File: config.mk
export PLATFORM = sky130hd
export DESIGN_NAME = ohbpa_out_fifo
export DESIGN_NICKNAME = d
export VERILOG_FILES = /design/src/rtl/ohbpa_pkg.sv /design/src/rtl/ohbpa_out_fifo.sv
export SDC_FILE = /design/constraint.sdc
export NUM_CORES = 2
export LEC_CHECK = 0
export ABC_CLOCK_PERIOD_IN_PS = 17200
export CORE_AREA = 2 2 507 509
export DETAILED_ROUTE_END_ITERATION = 16
export DIE_AREA = 0 0 509 511
export DONT_BUFFER_PORTS = 1
export MAX_ROUTING_LAYER = met4
export PLACE_DENSITY_LB_ADDON = 0.25
export SLEW_MARGIN = 15
export SYNTH_ARGS = -nofsm -noshare
export SYNTH_HDL_FRONTEND = slang
export SYNTH_SLANG_ARGS = --single-unit
File: constraint.sdc
create_clock -name i_clk -period 17.2 [get_ports i_clk]
set_input_delay 3.44 -clock i_clk [delete_from_list [all_inputs] [get_ports i_clk]]
set_output_delay 3.44 -clock i_clk [all_outputs]
set_load 0.02 [all_outputs]
File: src/rtl/ohbpa_pkg.sv
// ----------------------------------------------------------------------------
// ohbpa_pkg: shared types and constants of the OHLC bar period aggregator
// Field widths, bar and result records, the day-number divider constants and
// the record passed from the merge stage to the result queue.
// ----------------------------------------------------------------------------
package ohbpa_pkg;

    // Field widths
    localparam int TIME_W     = 45;
    localparam int PRICE_W    = 32;
    localparam int VOLUME_W   = 48;
    localparam int AMOUNT_W   = 63;
    localparam int INTEREST_W = 48;
    localparam int PERIOD_W   = 8;

    localparam logic [PERIOD_W-1:0] PERIOD_RESET = PERIOD_W'(5);

    // Day number = bar_time / 1000000 = (bar_time >> 6) / 15625
    localparam int DAY_SHIFT = 6;
    localparam int Y_W       = TIME_W - DAY_SHIFT;          // 39
    localparam int Y_LO_W    = 20;
    localparam int Y_HI_W    = Y_W - Y_LO_W;                // 19
    localparam int DAY_W     = 26;
    localparam int RECIP_W   = 26;
    localparam int PLO_W     = Y_LO_W + RECIP_W;            // 46
    localparam int PHI_W     = Y_HI_W + RECIP_W;            // 45
    localparam int SUM_W     = PHI_W + Y_LO_W;              // 65
    localparam int QD_W      = DAY_W + 14;                  // 40
    localparam logic [13:0]        DAY_ODD   = 14'd15625;
    // floor(2^39 / 15625); the estimate it gives is low by at most one
    localparam logic [RECIP_W-1:0] DAY_RECIP = 26'd35184372;

    // Result queue
    localparam int FIFO_DEPTH = 4;
    localparam int PTR_W      = $clog2(FIFO_DEPTH);
    localparam int CNT_W      = $clog2(FIFO_DEPTH + 1);

    typedef struct packed {
        logic [TIME_W-1:0]     time_stamp;
        logic [PRICE_W-1:0]    open_p;
        logic [PRICE_W-1:0]    high_p;
        logic [PRICE_W-1:0]    low_p;
        logic [PRICE_W-1:0]    close_p;
        logic [VOLUME_W-1:0]   volume;
        logic [AMOUNT_W-1:0]   amount;
        logic [PRICE_W-1:0]    average;
        logic [INTEREST_W-1:0] interest;
        logic [PRICE_W-1:0]    in_value;
        logic [PRICE_W-1:0]    time_value;
    } t_bar;

    typedef struct packed {
        t_bar bar;
        logic final_bar;
    } t_item;

    typedef struct packed {
        t_bar bar;
        logic last;
    } t_result;

    // Up to two results written into the queue in one cycle, first before second
    typedef struct packed {
        logic    first_v;
        logic    second_v;
        t_result first;
        t_result second;
    } t_push;

endpackage

File: src/rtl/ohbpa_out_fifo.sv
// ----------------------------------------------------------------------------
// ohbpa_out_fifo: result queue
// Four-entry queue that takes one or two results per cycle and presents one
// result per cycle to the output channel while i_stall is low.
// ----------------------------------------------------------------------------
module ohbpa_out_fifo (
    input  logic                i_clk,
    input  logic                i_rst_n,
    input  ohbpa_pkg::t_push    i_push,
    output logic                o_room,
    output logic                o_valid,
    input  logic                i_stall,
    output ohbpa_pkg::t_result  o_head
);
    import ohbpa_pkg::*;

    t_result          r_mem [FIFO_DEPTH];
    logic [PTR_W-1:0] r_wr;
    logic [PTR_W-1:0] r_rd;
    logic [CNT_W-1:0] r_count;

    logic             pop;
    logic [1:0]       n_push;
    logic [PTR_W-1:0] second_ptr;

    assign pop        = (r_count != '0) && !i_stall;
    assign n_push     = 2'(i_push.first_v) + 2'(i_push.second_v);
    assign second_ptr = i_push.first_v ? r_wr + PTR_W'(1) : r_wr;

    // Room for two more whatever leaves this cycle
    assign o_room  = r_count <= CNT_W'(FIFO_DEPTH - 2);
    assign o_valid = r_count != '0;
    assign o_head  = r_mem[r_rd];

    // Advance pointers and fill level
    always_ff @(posedge i_clk) begin
        if (!i_rst_n) begin
            r_wr    <= '0;
            r_rd    <= '0;
            r_count <= '0;
        end else begin
            r_wr    <= r_wr + PTR_W'(n_push);
            r_rd    <= r_rd + PTR_W'(pop);
            r_count <= r_count + CNT_W'(n_push) - CNT_W'(pop);
        end
    end

    // Write results in order
    always_ff @(posedge i_clk) begin
        if (i_push.first_v) begin
            r_mem[r_wr] <= i_push.first;
        end
        if (i_push.second_v) begin
            r_mem[second_ptr] <= i_push.second;
        end
    end

endmodule

==> key figures <==
Run status
  • Status: complete, no violations

Placed design
  • Hpwl dp: 167 mm
  • GP Congestion: 0.855
  • Dpl cells: 7378
  • I/O Buffers: 0
  • Placement Setup Slack: 8.77 ns

Synthesis
  • Post-synth ARST share: 0
  • Mapped Cells: 4205
  • #FFs+latches synth: 1723
  • Syn_nets: 5077
  • EDFF count, synth: 1716
  • Top post-synthesis cells by count: 1716 x edfxtp_1, 1596 x mux2_1, 429 x mux4_2
  • Synth unique cells: 28
  • Mapped Area: 82900 sq um
  • Top-area cell type share of the netlist area: 0.621
  • Yosys warns: 0
  • Largest cells by area after synthesis: edfxtp_1 62%, mux2_1 22%, mux4_2 12%
  • Area leader, netlist: edfxtp_1
  • Synth Flop Type: edfxtp_1
  • Synthesized area per cell: 19.7 sq um
  • Most frequent cell after synthesis: edfxtp_1
  • Sequential area share after synthesis: 0.623

Clock tree
  • H-Tree Depth: 4
  • Hold_buf cts: 0
  • Num Clock Sinks: 1723
  • Post-CTS setup buffers: 0
  • Worst-path clk slew: 0.06 ns
  • Root Driver: clkbuf_16
  • TritonCTS clock tree: yes
  • Skew-Pair Late Insertion Delay: 0.84 ns
  • TritonCTS buffer count: 195
  • Post-CTS sizing: 0
  • Clock buffer depth: 3

Timing
  • RSZ-0062 raised after global routing: false
  • Setup WS post-layout: 9.02 ns
  • Tmin final: 8.18 ns
  • Worst slew pin tran: 1.10 ns
  • FMAX: 0.122 GHz
  • Setup Skew: 0.0524 ns
  • Setup tns final: 0 ns
  • Final Cycle Share: 0.476
  • Rel. slew slack: 0.267
  • Hold Violations, Final: 0
  • Final Setup Violations: 0
  • Slew Viols, Final: 0

Global route
  • Initial antenna violation count: 5
  • Largest net degree at the start of global routing: 118
  • GRT Overall Usage: 0.196
  • Vias in the first global route: 43300
  • First-pass GRT wire length: 354 mm
  • Total gr overflow: 0

Finish
  • Reg area: 51700 sq um
  • Share of cells above drive strength 1: 0.207
  • Fin cells: 7736
  • Fillers: 23600
  • Finished Core Util: 0.362
  • Nets@finish: 5063
  • Area occupied by multi-input gates: 29400 sq um
  • Area growth syn-to-layout: 11.4%

Pwr
  • Leak Pwr: 28.7 nW
  • Logic pwr share: 0.256
  • Clk pwr share: 0.317
  • Internal: 8.90 mW
  • Final Power: 13.0 mW
  • PwrDens: 141 nW/um^2
  • Flop pwr share: 0.426
  • Maximum VDD drop: 0.0930 mV
  • Switching share of power: 0.318
  • Net switching power: 4.14 mW

Worst setup path
  • CP Data Required Time: 13.76 ns
  • Worst Setup End Kind: primary output
  • Critical Path AT: 4.74 ns
  • R2R depth: 10
  • Critical path launch point type: flip-flop
  • Crit path kind: flip-flop to primary output
  • CP Max Fanout: 83

Die
  • Die Ht: 511 um
  • Die area: 260000 sq um
  • Starting Density: 0.325
  • Die Width: 509 um
  • Core box area: 255000 sq um
  • FP Rows: 186
  • Num ports: 1294

Routing
  • Number of DRC markers in iteration 0: 2741
  • DR vias: 41000
  • First-pass iteration count of the detailed router: 5
  • Wirelength, routed: 254 mm
  • DRC: 0
  • Via density: 5.31
  • WL/cell: 32.9 um
  • Post-route ant nets: 0

Min path
  • Hold Crit Depth: 2
  • Min-Delay Path Class: flip-flop to flip-flop

Flow run
  • Max-cap violations: 0
-- cell type report --
class,count,share of cell area
Timing Repair Buffer,73,0.00823
Antenna cell,8,0.000217
Clock buffer,244,0.0555
Clock inverter,106,0.0124
Multi-Input combinational cell,2192,0.318
Inverter,6,0.000244
Sequential cell,1723,0.559
Tap cell,3384,0.0458
-- registers in the layout, indices dropped and copies added (netlist names) --
signal	flops
r_count	3
r_wr	2
r_mem	1716
r_rd	2
-- cells in the final DEF, fill, tap and decap left out, types with 6 or more instances in the layout --
cell type,Yosys,layout
diode_2,0,8
ha_1,8,8
buf_12,0,17
clkinv_2,0,33
inv_1,6,6
clkbuf_16,0,197
mux2_1,1596,1596
clkinv_16,0,7
mux4_2,429,429
clkinv_1,0,39
nand2_1,6,6
mux2_2,120,120
clkbuf_1,36,45
edfxtp_1,1716,1716
buf_4,161,56
bufinv_16,0,17
nand2b_1,6,6
-- worst paths after layout --
check | startpoint | slack (ns) | end
setup reg to reg | r_wr[0] | 11.25 | r_mem[1][173]
hold / removal | r_count[0] | 0.62 | r_count[0]
setup / recovery | r_rd[0] | 9.02 | o_head[172]
hold reg to reg | r_count[0] | 0.62 | r_count[0]
-- power groups by stage --
stage / Sequential, mW / Clock (mW) / Combinational (mW)
floorplan: 5.82 / 0 / 2.45
global placement: 5.62 / 0 / 3.42
detailed placement: 5.65 / 0 / 3.43
CTS: 5.56 / 4.24 / 3.44
global route: 5.60 / 4.40 / 3.54
finish: 5.56 / 4.14 / 3.34
-- per-stage QoR --
stage	hold WS [ns]	cell area (sq um)
global route	0.650	92400
CTS	0.622	92400
global placement	0.600	86100
detailed placement	0.608	86100
finish	0.617	92400
floorplan	0.581	82900
-- logic make-up after synthesis --
logic type	count (synthesis)	share of synthesized area
and+or+nand+nor	22	0.00145
buffers and inverters	290	0.0226
muxes	2147	0.350
AOI/OAI and AO/OA	10	0.00136
xor gates and xnor gates	4	0.000422
DFF	1723	0.623
adders and majority gates	9	0.00145
-- routing by layer --
layer  wire length [um]  up-vias  global-route usage
met5                  0        -                   -
met4               5940        0              0.0491
met3              29800      283              0.0939
met2             126000     1509               0.321
met1              92200    21800               0.213
li1                   -    17400                   -
-- worst max-delay path: stages, from the launching register on --
cell and delay (ns):
dfxtp_4 0.70, buf_4 0.66, buf_12 0.60, buf_4 0.85, mux4_2 0.79
Note: power is estimated with default switching activity, not from simulation.
