==> src/rtl/ohbpa_pkg.sv <==
// ----------------------------------------------------------------------------
// ohbpa_pkg: shared types and constants of the OHLC bar period aggregator
// Field widths, bar and result records, the day-number divider constants and
// the record passed from the merge stage to the result queue.
// ----------------------------------------------------------------------------
package ohbpa_pkg;

    // Field widths
    localparam int TIME_W     = 45;
    localparam int PRICE_W    = 32;
    localparam int VOLUME_W   = 48;
    localparam int AMOUNT_W   = 63;
    localparam int INTEREST_W = 48;
    localparam int PERIOD_W   = 8;

    localparam logic [PERIOD_W-1:0] PERIOD_RESET = PERIOD_W'(5);

    // Day number = bar_time / 1000000 = (bar_time >> 6) / 15625
    localparam int DAY_SHIFT = 6;
    localparam int Y_W       = TIME_W - DAY_SHIFT;          // 39
    localparam int Y_LO_W    = 20;
    localparam int Y_HI_W    = Y_W - Y_LO_W;                // 19
    localparam int DAY_W     = 26;
    localparam int RECIP_W   = 26;
    localparam int PLO_W     = Y_LO_W + RECIP_W;            // 46
    localparam int PHI_W     = Y_HI_W + RECIP_W;            // 45
    localparam int SUM_W     = PHI_W + Y_LO_W;              // 65
    localparam int QD_W      = DAY_W + 14;                  // 40
    localparam logic [13:0]        DAY_ODD   = 14'd15625;
    // floor(2^39 / 15625); the estimate it gives is low by at most one
    localparam logic [RECIP_W-1:0] DAY_RECIP = 26'd35184372;

    // Result queue
    localparam int FIFO_DEPTH = 4;
    localparam int PTR_W      = $clog2(FIFO_DEPTH);
    localparam int CNT_W      = $clog2(FIFO_DEPTH + 1);

    typedef struct packed {
        logic [TIME_W-1:0]     time_stamp;
        logic [PRICE_W-1:0]    open_p;
        logic [PRICE_W-1:0]    high_p;
        logic [PRICE_W-1:0]    low_p;
        logic [PRICE_W-1:0]    close_p;
        logic [VOLUME_W-1:0]   volume;
        logic [AMOUNT_W-1:0]   amount;
        logic [PRICE_W-1:0]    average;
        logic [INTEREST_W-1:0] interest;
        logic [PRICE_W-1:0]    in_value;
        logic [PRICE_W-1:0]    time_value;
    } t_bar;

    typedef struct packed {
        t_bar bar;
        logic final_bar;
    } t_item;

    typedef struct packed {
        t_bar bar;
        logic last;
    } t_result;

    // Up to two results written into the queue in one cycle, first before second
    typedef struct packed {
        logic    first_v;
        logic    second_v;
        t_result first;
        t_result second;
    } t_push;

endpackage

==> src/rtl/ohbpa_merge.sv <==
// ----------------------------------------------------------------------------
// ohbpa_merge: bar accumulator
// Holds the open bar, the per-day bar counter and the period register, merges
// one source bar per cycle while there is room and queues up to two finished bars.
// ----------------------------------------------------------------------------
module ohbpa_merge (
    input  logic                            i_clk,
    input  logic                            i_rst_n,
    input  logic                            i_cfg_valid,
    input  logic [ohbpa_pkg::PERIOD_W-1:0]  i_cfg_data,
    input  logic                            i_valid,
    input  ohbpa_pkg::t_item                i_item,
    input  logic [ohbpa_pkg::DAY_W-1:0]     i_day,
    input  logic                            i_room,
    output logic                            o_take,
    output ohbpa_pkg::t_push                o_push
);
    import ohbpa_pkg::*;

    logic [PERIOD_W-1:0] r_period;
    logic                r_open;
    logic [PERIOD_W-1:0] r_cnt;
    logic [DAY_W-1:0]    r_acc_day;
    t_bar                r_acc;

    logic                n_open;
    logic [PERIOD_W-1:0] n_cnt;
    logic [DAY_W-1:0]    n_acc_day;
    t_bar                n_acc;

    t_bar                b;
    t_bar                merged;
    t_bar                loaded;
    logic                new_day;
    logic                full;

    assign b      = i_item.bar;
    assign o_take = i_valid && i_room;

    // Fold the new bar into the open one
    always_comb begin
        merged            = r_acc;
        merged.time_stamp = b.time_stamp;
        if (r_acc.open_p == '0) begin
            merged.open_p = b.open_p;
        end
        if (r_acc.high_p == '0 || b.high_p > r_acc.high_p) begin
            merged.high_p = b.high_p;
        end
        if (r_acc.low_p == '0 || b.low_p < r_acc.low_p) begin
            merged.low_p = b.low_p;
        end
        merged.close_p    = b.close_p;
        merged.volume     = r_acc.volume + b.volume;
        merged.amount     = r_acc.amount + b.amount;
        merged.average    = b.average;
        merged.interest   = b.interest;
        merged.in_value   = b.in_value;
        merged.time_value = b.time_value;
    end

    assign new_day = r_acc_day != i_day;
    assign full    = (r_cnt != '0) && (r_cnt >= r_period);

    // Decide what closes, what opens and what leaves
    always_comb begin
        n_open         = r_open;
        n_cnt          = r_cnt;
        n_acc_day      = r_acc_day;
        n_acc          = r_acc;
        loaded         = b;
        o_push         = '0;
        o_push.first   = '{bar: r_acc, last: 1'b0};
        o_push.second  = '{bar: b, last: i_item.final_bar};
        if (o_take) begin
            priority if (r_period == '0) begin
                // drop the bar, keep state
            end else if (r_period == PERIOD_W'(1)) begin
                o_push.first_v  = r_open;
                o_push.second_v = 1'b1;
                n_open          = 1'b0;
                n_cnt           = '0;
            end else begin
                priority if (!r_open) begin
                    loaded = b;
                    n_cnt  = '0;
                end else if (new_day || full) begin
                    o_push.first_v = 1'b1;
                    loaded         = b;
                    n_cnt          = new_day ? '0 : PERIOD_W'(1);
                end else begin
                    loaded = merged;
                    n_cnt  = r_cnt + PERIOD_W'(1);
                end
                n_acc     = loaded;
                n_acc_day = i_day;
                n_open    = 1'b1;
                // flush the open bar on the last source bar
                if (i_item.final_bar) begin
                    o_push.second_v = 1'b1;
                    o_push.second   = '{bar: loaded, last: 1'b1};
                    n_open          = 1'b0;
                    n_cnt           = '0;
                end
            end
        end
    end

    // Hold control state
    always_ff @(posedge i_clk) begin
        if (!i_rst_n) begin
            r_period <= PERIOD_RESET;
            r_open   <= 1'b0;
            r_cnt    <= '0;
        end else begin
            if (i_cfg_valid) begin
                r_period <= i_cfg_data;
            end
            r_open <= n_open;
            r_cnt  <= n_cnt;
        end
    end

    // Hold the open bar
    always_ff @(posedge i_clk) begin
        r_acc     <= n_acc;
        r_acc_day <= n_acc_day;
    end

endmodule

==> config.mk <==
export PLATFORM = sky130hd
export DESIGN_NAME = ohbpa_merge
export DESIGN_NICKNAME = d
export VERILOG_FILES = /design/src/rtl/ohbpa_pkg.sv /design/src/rtl/ohbpa_merge.sv
export SDC_FILE = /design/constraint.sdc
export NUM_CORES = 1
export LEC_CHECK = 0
export BUFFER_PORTS_ARGS = -buffer_cell sky130_fd_sc_hd__buf_2
export CORE_AREA = 2 2 519 521
export DETAILED_ROUTE_END_ITERATION = 16
export DIE_AREA = 0 0 521 523
export GPL_ROUTABILITY_DRIVEN = 0
export GPL_TIMING_DRIVEN = 1
export SYNTH_ARGS = -nofsm -noshare
export SYNTH_HDL_FRONTEND = slang
export SYNTH_SLANG_ARGS = --single-unit
==> constraint.sdc <==
create_clock -name i_clk -period 80.8 [get_ports i_clk]
set_input_delay 0 -clock i_clk [delete_from_list [all_inputs] [get_ports i_clk]]
set_output_delay 0 -clock i_clk [all_outputs]
set_load 0.03 [all_outputs]
==> results.cfg <==
[yosys]
post_synth_inst_count = 2821
synth-warning-count = 0
number_of_enable_flip_flop_cells_after_synthesis = 454
most_instantiated_flip_flop_cell_in_the_synthesis_netlist = sky130_fd_sc_hd__edfxtp_1
yosysSeqAreaShare_pct = 46.03
synth_cell_types = 96
avgSynthCellArea_um2 = 10.76
synth-seq-cells = 471
asyncSetResetFlopFracSynth_pct = 0
postSynthNetCount = 3473
post_synth_instance_area_mm2 = 0.03036

[floorplan]
dieHeight_um = 523
die_w_um = 521
core_region_mm2 = 0.2670
pin_count = 1329
floorplan.initialDensity_pct = 11.37
die_area_mm2 = 0.2725
placement_rows = 190

[clock_network]
cts.repair_timing.setup_buffer_count = 0
cts_max_level = 2
tritoncts = done
clk_transition_reported_paths_ns = 0.06
post_cts.resized_instances = 0
cts-buffers-inserted = 59
insertion_delay_ns = 0.72
clock_tree.root_cell = sky130_fd_sc_hd__clkbuf_16
clock_buffer_depth = 3
numClockSinks = 471

[sta]
finalSetupViolCount = 0
period_share_pct = 6.509
grt_setup_unrepaired = false
drv_slew = 0
fin_setup_tns_ns = 0
timing.final.crit_period_ns = 5.259
report.final.hold_viol_count = 0
final.hold.worst_slack_ns = 0.06263
worstMarginPinSlew_ns = 1.226
maxClockFrequency_ghz = 0.1901
final.setup_skew_ns = 0.02589
timing.max_slew.rel_slack_pct = 18.25

[status]
status = complete, no violations

[place]
detailed_place_hpwl_um = 188300
post-place-cells = 7394
placement.io_buffers = 1327

[worst_hold_path]
hold_path_class = in -> reg

[detailed_routing]
drt_first_pass_iters = 6
route.detailed.drc = 0
initialDrtViolationCount = 2373
wl_um = 222300
route.vias.total = 30975
antenna_violating_nets_post_route = 0
viasPerCell = 3.793
post_drt_wl_per_cell_um = 27.22

[layout]
final_cell_count_no_fill = 8167
layout.area.seq_mm2 = 0.01397
layout_common_cells = sky130_fd_sc_hd__buf_2 (1327), sky130_fd_sc_hd__dlygate4sd3_1 (614), sky130_fd_sc_hd__edfxtp_1 (454), sky130_fd_sc_hd__nand2_1 (389), sky130_fd_sc_hd__ha_1 (182)
layout-drive-gt1-share_pct = 36.64
num-nets-final = 5169
layout-area-overhead-vs-synth_pct = 57.48
layout.core_utilization_pct = 17.91
most_frequent_standard_cell_in_the_layout_excluding_fill_and_tap_cells = sky130_fd_sc_hd__buf_2
final.fill_count = 29398
multi_input_comb_area_mm2 = 0.01390

[worst_setup_path]
path_type_of_the_worst_setup_path = in -> reg
arrival_ns = 5.59
cp-start-kind = input port
worstPathRequired_ns = 81.13
critical_path.max_fanout = 74
critical_path.endpoint_type = flip-flop

[power]
leakagePower_nw = 19.71
finalPower_mw = 0.7952
power_density_mw_per_mm2 = 16.63
vdd_ir_drop_max_v = 0.00001527

[global_route]
grt_first_pass_wirelength_um = 282300
grt_use_total_pct = 15.49
grt_max_degree = 120
grt_overflow = 0
antenna_found_initial = 89
number_of_global_route_vias_before_repair = 29473

[run]
maxCapViolCount = 0
through the flow:
step	cell area, um2	setup slack (ns)
final	47800	75.54
after global routing	47760	75.13
after CTS	47670	75.27
after detailed placement	39560	75.81
after global placement	39560	75.87
after floorplan	30360	55.24
what timing repair did:
| item | 4_1_cts | 5_1_grt |
|---|---|---|
| hold buffers | 614 | 0 |
| endpoints found under the setup margin | 0 | 0 |
| endpoints found under the hold margin | 491 | 0 |
cells in the mapped netlist, types with 18 or more instances:
master                     number  area, um2
sky130_fd_sc_hd__xnor2_1       81      709.4
sky130_fd_sc_hd__nand4_1       57      356.6
sky130_fd_sc_hd__nor2b_1       18      112.6
sky130_fd_sc_hd__mux2_1        97       1092
sky130_fd_sc_hd__mux2_2       161       1813
sky130_fd_sc_hd__nand3_1       48      240.2
sky130_fd_sc_hd__xor2_1        35      306.5
sky130_fd_sc_hd__buf_2         43      215.2
sky130_fd_sc_hd__o21ai_0      139      695.7
sky130_fd_sc_hd__a21o_1        81      608.1
sky130_fd_sc_hd__a211oi_1      21      157.7
sky130_fd_sc_hd__nor4_1        29      181.4
sky130_fd_sc_hd__o21bai_1      19      142.6
sky130_fd_sc_hd__nor3_1        32      160.2
sky130_fd_sc_hd__o21a_1        18      135.1
sky130_fd_sc_hd__buf_4        229       1719
sky130_fd_sc_hd__inv_1        101      379.1
sky130_fd_sc_hd__ha_1         182       2277
sky130_fd_sc_hd__edfxtp_1     454      13630
sky130_fd_sc_hd__a21oi_1      147      735.7
sky130_fd_sc_hd__clkbuf_1      57      214.0
sky130_fd_sc_hd__nor2_1        94      352.8
sky130_fd_sc_hd__nand2_1      392       1471
area by class of cell:
cell class | count | share of cell area (%)
Timing Repair Buffer | 1969 | 27.21
Inverter | 101 | 0.7930
Clock inverter | 34 | 0.8847
Multi-Input combinational cell | 1915 | 29.07
Sequential cell | 471 | 29.23
Antenna cell | 54 | 0.2827
Clock buffer | 71 | 3.225
Tap cell | 3552 | 9.297
report_power, final:
group          internal, mW  switching (mW)  leakage [nW]
clock                 0.161           0.122         0.949
combinational        0.0743           0.147          14.4
sequential            0.282         0.00924          4.38
cell families (layout without fill, tap and decap cells):
logic type | after synthesis | count (layout) | share of synthesized area [%]
other | 1 | 55 | 0.01235
AND/OR/NAND/NOR | 768 | 768 | 11.85
XOR/XNOR | 116 | 116 | 3.347
buffers and inverters | 435 | 2175 | 8.413
multiplexers | 265 | 265 | 9.802
flip-flops | 471 | 471 | 46.03
AO/OA/AOI/OAI | 581 | 581 | 12.91
adder cells (fa/ha/maj) | 184 | 184 | 7.634
per-layer routing:
layer / GRT usage (%) / wire [um] / part of all wire [%]
met1: 16.64 / 80010 / 36
met2: 25.97 / 104700 / 47
met3: 5.224 / 20110 / 9.0
met4: 9.976 / 17010 / 7.6
met5: 0.3812 / 471 / 0.21
critical path, stage by stage:
cell	delay, ns
sky130_fd_sc_hd__dlygate4sd3_1	0.52
sky130_fd_sc_hd__buf_2	0.10
sky130_fd_sc_hd__and2_1	0.14
sky130_fd_sc_hd__dlygate4sd3_1	0.64
sky130_fd_sc_hd__o31ai_4	0.15
sky130_fd_sc_hd__nor2_4	0.57
sky130_fd_sc_hd__buf_4	0.82
sky130_fd_sc_hd__buf_4	0.80
sky130_fd_sc_hd__buf_4	0.69
sky130_fd_sc_hd__buf_4	0.87
registers in the layout, indices dropped and copies added (netlist names):
name and count:
r_cnt 8, r_acc_day 26, r_open 1, r_period 8, o_push 428
worst paths after layout:
path,startpoint,end,slack [ns],cells after the start
worst max-delay path,i_room,o_push[501],75.54,10
worst min register to register,r_cnt[0],r_cnt[0],0.50,2
worst min-delay path,i_item[281],o_push[710],0.06,2
worst max register to register,r_period[7],o_push[501],75.64,7
Power figures use the tool's default switching activity.
