===== src/rtl/ohbpa_pkg.sv =====
// ----------------------------------------------------------------------------
// ohbpa_pkg: shared types and constants of the OHLC bar period aggregator
// Field widths, bar and result records, the day-number divider constants and
// the record passed from the merge stage to the result queue.
// ----------------------------------------------------------------------------
package ohbpa_pkg;

    // Field widths
    localparam int TIME_W     = 45;
    localparam int PRICE_W    = 32;
    localparam int VOLUME_W   = 48;
    localparam int AMOUNT_W   = 63;
    localparam int INTEREST_W = 48;
    localparam int PERIOD_W   = 8;

    localparam logic [PERIOD_W-1:0] PERIOD_RESET = PERIOD_W'(5);

    // Day number = bar_time / 1000000 = (bar_time >> 6) / 15625
    localparam int DAY_SHIFT = 6;
    localparam int Y_W       = TIME_W - DAY_SHIFT;          // 39
    localparam int Y_LO_W    = 20;
    localparam int Y_HI_W    = Y_W - Y_LO_W;                // 19
    localparam int DAY_W     = 26;
    localparam int RECIP_W   = 26;
    localparam int PLO_W     = Y_LO_W + RECIP_W;            // 46
    localparam int PHI_W     = Y_HI_W + RECIP_W;            // 45
    localparam int SUM_W     = PHI_W + Y_LO_W;              // 65
    localparam int QD_W      = DAY_W + 14;                  // 40
    localparam logic [13:0]        DAY_ODD   = 14'd15625;
    // floor(2^39 / 15625); the estimate it gives is low by at most one
    localparam logic [RECIP_W-1:0] DAY_RECIP = 26'd35184372;

    // Result queue
    localparam int FIFO_DEPTH = 4;
    localparam int PTR_W      = $clog2(FIFO_DEPTH);
    localparam int CNT_W      = $clog2(FIFO_DEPTH + 1);

    typedef struct packed {
        logic [TIME_W-1:0]     time_stamp;
        logic [PRICE_W-1:0]    open_p;
        logic [PRICE_W-1:0]    high_p;
        logic [PRICE_W-1:0]    low_p;
        logic [PRICE_W-1:0]    close_p;
        logic [VOLUME_W-1:0]   volume;
        logic [AMOUNT_W-1:0]   amount;
        logic [PRICE_W-1:0]    average;
        logic [INTEREST_W-1:0] interest;
        logic [PRICE_W-1:0]    in_value;
        logic [PRICE_W-1:0]    time_value;
    } t_bar;

    typedef struct packed {
        t_bar bar;
        logic final_bar;
    } t_item;

    typedef struct packed {
        t_bar bar;
        logic last;
    } t_result;

    // Up to two results written into the queue in one cycle, first before second
    typedef struct packed {
        logic    first_v;
        logic    second_v;
        t_result first;
        t_result second;
    } t_push;

endpackage


===== src/rtl/ohbpa_day_div.sv =====
// ----------------------------------------------------------------------------
// ohbpa_day_div: day-number pipeline
// Registers the incoming bar and carries it through five stages while its day
// number (bar_time / 1000000) is formed by reciprocal multiplication in two
// partial products, a recombining add and one correction step.
// ----------------------------------------------------------------------------
module ohbpa_day_div (
    input  logic                         i_clk,
    input  logic                         i_rst_n,
    input  logic                         i_valid,
    output logic                         o_stall,
    input  ohbpa_pkg::t_item             i_item,
    output logic                         o_valid,
    input  logic                         i_take,
    output ohbpa_pkg::t_item             o_item,
    output logic [ohbpa_pkg::DAY_W-1:0]  o_day
);
    import ohbpa_pkg::*;

    localparam int STAGES = 5;

    logic [STAGES-1:0] r_v;
    t_item             r_item [STAGES];
    logic [STAGES-1:0] can_load;

    logic [PLO_W-1:0]  r_p_lo;
    logic [PHI_W-1:0]  r_p_hi;
    logic [DAY_W-1:0]  r_q0;
    logic [DAY_W-1:0]  r_q1;
    logic [QD_W-1:0]   r_qd;
    logic [DAY_W-1:0]  r_day;

    logic [Y_W-1:0]    y0;
    logic [Y_W-1:0]    y3;
    logic [SUM_W-1:0]  sum;
    logic [QD_W-1:0]   rem;

    // A stage may load when empty or when its contents move on
    always_comb begin
        can_load[STAGES-1] = !r_v[STAGES-1] || i_take;
        for (int i = STAGES - 2; i >= 0; i--) begin
            can_load[i] = !r_v[i] || can_load[i+1];
        end
    end

    assign y0  = r_item[0].bar.time_stamp[TIME_W-1:DAY_SHIFT];
    assign y3  = r_item[3].bar.time_stamp[TIME_W-1:DAY_SHIFT];
    assign sum = {r_p_hi, {Y_LO_W{1'b0}}} + SUM_W'(r_p_lo);
    assign rem = {1'b0, y3} - r_qd;

    // Advance valid bits
    always_ff @(posedge i_clk) begin
        if (!i_rst_n) begin
            r_v <= '0;
        end else begin
            if (can_load[0]) begin
                r_v[0] <= i_valid;
            end
            for (int i = 1; i < STAGES; i++) begin
                if (can_load[i]) begin
                    r_v[i] <= r_v[i-1];
                end
            end
        end
    end

    // Advance payload and the divider terms
    always_ff @(posedge i_clk) begin
        if (can_load[0] && i_valid) begin
            r_item[0] <= i_item;
        end
        if (can_load[1] && r_v[0]) begin
            r_item[1] <= r_item[0];
            r_p_lo    <= PLO_W'(y0[Y_LO_W-1:0]) * PLO_W'(DAY_RECIP);
            r_p_hi    <= PHI_W'(y0[Y_W-1:Y_LO_W]) * PHI_W'(DAY_RECIP);
        end
        if (can_load[2] && r_v[1]) begin
            r_item[2] <= r_item[1];
            r_q0      <= sum[SUM_W-1:Y_W];
        end
        if (can_load[3] && r_v[2]) begin
            r_item[3] <= r_item[2];
            r_q1      <= r_q0;
            r_qd      <= QD_W'(r_q0) * QD_W'(DAY_ODD);
        end
        if (can_load[4] && r_v[3]) begin
            r_item[4] <= r_item[3];
            // correct the low estimate by one where the remainder overflows
            r_day     <= (rem >= QD_W'(DAY_ODD)) ? r_q1 + DAY_W'(1) : r_q1;
        end
    end

    assign o_stall = !can_load[0];
    assign o_valid = r_v[STAGES-1];
    assign o_item  = r_item[STAGES-1];
    assign o_day   = r_day;

endmodule


===== config.mk =====
export PLATFORM = sky130hd
export DESIGN_NAME = ohbpa_day_div
export DESIGN_NICKNAME = d
export VERILOG_FILES = /design/src/rtl/ohbpa_pkg.sv /design/src/rtl/ohbpa_day_div.sv
export SDC_FILE = /design/constraint.sdc
export NUM_CORES = 2
export LEC_CHECK = 0
export BUFFER_PORTS_ARGS = -buffer_cell sky130_fd_sc_hd__buf_2
export CAP_MARGIN = 30
export CORE_MARGIN = 10
export CORE_UTILIZATION = 64
export CTS_CLUSTER_SIZE = 10
export DETAILED_ROUTE_END_ITERATION = 10
export PLACE_DENSITY = 0.85
export SLEW_MARGIN = 30
export SYNTH_ARGS = -nofsm -noshare
export SYNTH_HDL_FRONTEND = slang
export SYNTH_SLANG_ARGS = --single-unit

===== constraint.sdc =====
create_clock -name i_clk -period 107.2 [get_ports i_clk]
set_clock_uncertainty 0.05 [all_clocks]
set_input_delay 0 -clock i_clk [delete_from_list [all_inputs] [get_ports i_clk]]
set_output_delay 0 -clock i_clk [all_outputs]
set_load 0.02 [all_outputs]

==> summary.txt <==
Clocking
  – Post-cts gate resize count: 0
  – H-tree level count: 5
  – Cts hold-fix bufs: 865
  – Clk sink count: 2330
  – Total CTS buffers: 288
  – CTS tree: done
  – Clock latency on the worst-skew pair: 970 ps
  – Clock Pin Slew Worst Setup and Hold Paths: 60 ps
  – CTS root buffer: clkbuf_16
  – Deepest clock path buffer count: 4
  – Post-CTS Setup Repair Bufs: 0

Routing
  – Detailed-route wire length per cell: 30.43 µm
  – Routed vias: 54920
  – Top Layer Used: met5
  – Initial drt markers: 6825
  – Post-Route WL: 282.1 mm
  – DRC: 0
  – M1 WL: 99.50 mm
  – DRT Pass-1 Iters: 9
  – Met2 wire len: 140.2 mm
  – Avg Vias per Cell: 5.925
  – Metal3 WL: 26.87 mm
  – Routed Antenna Nets: 0

Finish
  – Fin area: 118600 µm²
  – Layout Cells excl Fill: 9270
  – Layout cells sized above 1: 17.70%
  – Syn-to-layout area delta: 20.96%
  – Nets: 8588
  – Layout Utilization: 77.98%

Synthesis
  – Cell Area, Synth: 98050 µm²
  – Post-synth EDFFs: 2325
  – Ys async rst share: 0%
  – Yosys cell types: 84
  – Yosys warns: 0
  – Syn Nets: 6964
  – Ys flop type: edfxtp_1
  – Synthesized area per cell: 17.70 µm²
  – Gate Count Post-Synth: 5539
  – Register area share after synthesis: 71.31%
  – #FFs+latches synth: 2330

Setup path
  – Crit-path max FO: 7
  – Worst setup SP type: flip-flop
  – R2r worst-path depth: 24
  – Setup crit end kind: flip-flop
  – Crit path kind: reg2reg
  – RR Startpoint: r_item[0][392]$_DFFE_PP_
  – Worst R2R Setup Slack: 99660 ps
  – CP Data Arrival Time: 8080 ps
  – Worst R2R End: r_p_lo[42]$_DFFE_PP_
  – Critical Path RT: 107740 ps

Timing
  – Final hold vios: 0
  – Post-layout min period: 7540 ps
  – Setup violations, final: 0
  – Total negative slack: 0 ps
  – Max Slew Vio Count: 0
  – Slew Limit Headroom: 30.54%
  – Period Utilization, post-route: 7.033%
  – RSZ-0062 raised after global routing: false
  – F_max: 0.1326 GHz
  – Worst slew pin tran: 1042 ps

GRT
  – Initial antenna violation count: 35
  – Largest net degree at the start of global routing: 149
  – Grt ovf: 0
  – First-pass GRT wire length: 402.2 mm
  – GRT Overall Usage: 32.83%
  – Vias in the first global route: 57540

Floorplanning
  – Top-Level Pins: 890
  – Total core area: 152100 µm²
  – Initial Utilization: 64.47%
  – Die width: 411.4 µm
  – Die height: 411.4 µm
  – Die ar.: 169300 µm²
  – Rows: 143

Pwr
  – Power per cell area: 34.32 nW/µm²
  – Peak VDD IR: 0.00006597 V
  – Static Leak: 46.57 nW

Worst hold path
  – Hold_sp: i_take
  – Worst Hold End: r_v[3]$_SDFFE_PN0P_
  – Hold depth: 5
  – Worst min path class: in2reg

Status
  – Status: complete, no violations

Placed design
  – # port buffers: 889
  – Placed Instances: 8036
  – RePlAce Congestion: 0.9173
  – DP Area: 102100 µm²
  – Final HPWL from detailed placement: 158.9 mm

Flow run
  – MaxCap Viol Count: 0
[worst max-delay path by stage]
stage | slack, ps | endpoint | startpoint | cells after the start
4_1_cts | 99600 | r_p_lo[42]$_DFFE_PP_ | r_item[0][392]$_DFFE_PP_ | 24
5_1_grt | 99210 | r_p_lo[45]$_DFFE_PP_ | r_item[0][398]$_DFFE_PP_ | 22
6_report | 99660 | r_p_lo[42]$_DFFE_PP_ | r_item[0][392]$_DFFE_PP_ | 24
3_5_place_dp | 99650 | r_p_lo[42]$_DFFE_PP_ | r_item[0][392]$_DFFE_PP_ | 24
2_1_floorplan | 68800 | r_item[0][429]$_DFFE_PP_ | r_v[4]$_SDFFE_PN0P_ | 3
3_3_place_gp | 99670 | r_p_lo[42]$_DFFE_PP_ | r_item[0][392]$_DFFE_PP_ | 24
[cell usage after synthesis, types with 4 or more instances]
| master | instances | area share (%) |
|---|---|---|
| a2111oi_0 | 9 | 0.080 |
| a211o_1 | 4 | 0.036 |
| a211oi_1 | 37 | 0.28 |
| a21boi_0 | 14 | 0.11 |
| a21o_1 | 54 | 0.41 |
| a21oi_1 | 121 | 0.62 |
| a31oi_1 | 15 | 0.096 |
| and2_1 | 10 | 0.064 |
| and3_1 | 26 | 0.17 |
| buf_2 | 9 | 0.046 |
| buf_4 | 429 | 3.3 |
| clkbuf_1 | 18 | 0.069 |
| dfxtp_1 | 5 | 0.10 |
| edfxtp_1 | 2325 | 71 |
| fa_1 | 417 | 8.5 |
| ha_1 | 575 | 7.3 |
| inv_1 | 710 | 2.7 |
| mux2i_1 | 6 | 0.061 |
| nand2_1 | 105 | 0.40 |
| nand2b_1 | 17 | 0.11 |
| nand3_1 | 46 | 0.23 |
| nand3b_1 | 4 | 0.031 |
| nand4_1 | 26 | 0.17 |
| nor2_1 | 109 | 0.42 |
| nor2b_1 | 18 | 0.11 |
| nor3_1 | 29 | 0.15 |
| nor3b_1 | 4 | 0.031 |
| nor4_1 | 5 | 0.032 |
| o211ai_1 | 16 | 0.12 |
| o21a_1 | 36 | 0.28 |
| o21ai_0 | 72 | 0.37 |
| o21bai_1 | 18 | 0.14 |
| o31ai_1 | 5 | 0.038 |
| or2_2 | 12 | 0.077 |
| or3_1 | 10 | 0.064 |
| or4_1 | 4 | 0.031 |
| xnor2_1 | 85 | 0.76 |
| xor2_1 | 56 | 0.50 |
[stage by stage]
step / worst slack [ps] / hold slack (ps) / power, mW
6_report: 99660 / 182.8 / 4.071
4_1_cts: 99600 / 150.7 / 4.034
2_1_floorplan: 68800 / 48.87 / 2.701
3_5_place_dp: 99650 / 128.1 / 3.129
5_1_grt: 99210 / 191.9 / 4.369
3_3_place_gp: 99670 / 126.1 / 3.075
[power breakdown]
| group | leakage (nW) | switching (mW) | total [mW] | internal [mW] |
|---|---|---|---|---|
| clock network | 3.77 | 0.379 | 0.876 | 0.497 |
| registers | 21.6 | 0.0259 | 1.17 | 1.15 |
| logic | 21.2 | 1.15 | 2.02 | 0.874 |
| total | 46.6 | 1.55 | 4.07 | 2.52 |
[worst max-delay path: stages (launching register included)]
cell	delay, ps
edfxtp_1	500
inv_1	110
fa_1	550
inv_1	110
fa_1	450
fa_1	520
inv_1	60
fa_1	490
inv_1	50
fa_1	500
fa_1	490
inv_1	50
fa_1	470
inv_1	40
ha_1	300
a21o_1	190
a211oi_1	370
o21ai_0	150
o21ai_0	370
a21oi_1	240
o311a_1	440
a31o_2	280
a21oi_1	230
o21bai_1	110
xor2_1	140
[layout make-up]
cell class	instances	area (µm²)
Antenna cell	31	77.57
Clock buffer	310	7375
Clock inverter	26	319.1
Fill cell	8020	33480
Inverter	710	2665
Multi-Input combinational cell	2039	22140
Sequential cell	2330	69920
Tap cell	2030	2540
Timing Repair Buffer	1794	13570
[layer usage]
layer | global-route usage, % | up-vias
met4 | 13.83 | 6
li1 | - | 22690
met5 | 0 | -
met3 | 7.215 | 795
met1 | 41.16 | 27520
met2 | 55.52 | 3911
[sequential cells by signal (all words and copies together) (netlist names)]
| signal | flops |
|---|---|
| r_q0 | 26 |
| o_day | 26 |
| r_qd | 37 |
| r_p_hi | 43 |
| r_v | 5 |
| r_p_lo | 26 |
| r_q1 | 26 |
| r_item | 2141 |
[layout by cell type, fill, tap and decap left out, drive strengths merged, types with 31 or more instances in the layout]
master / instances
edfxtp: 2325
buf: 929
diode: 31
clkbuf: 310
ha: 575
nand3: 46
a21oi: 123
xnor2: 85
o21ai: 76
inv: 719
fa: 417
nand2: 106
o21a: 36
dlygate4sd3: 865
nor2: 109
xor2: 56
a211oi: 37
a21o: 54
[logic make-up after synthesis]
logic type / count (synthesis) / synth area share, %
flip-flops: 2330 / 71.31
buffers and inverters: 1170 / 6.157
adder cells (fa/ha/maj): 992 / 15.85
AO/OA/AOI/OAI: 458 / 3.107
AND/OR/NAND/NOR: 440 / 2.228
XOR/XNOR: 141 / 1.260
multiplexers: 8 / 0.08423
Note: power is estimated with default switching activity, not from simulation.
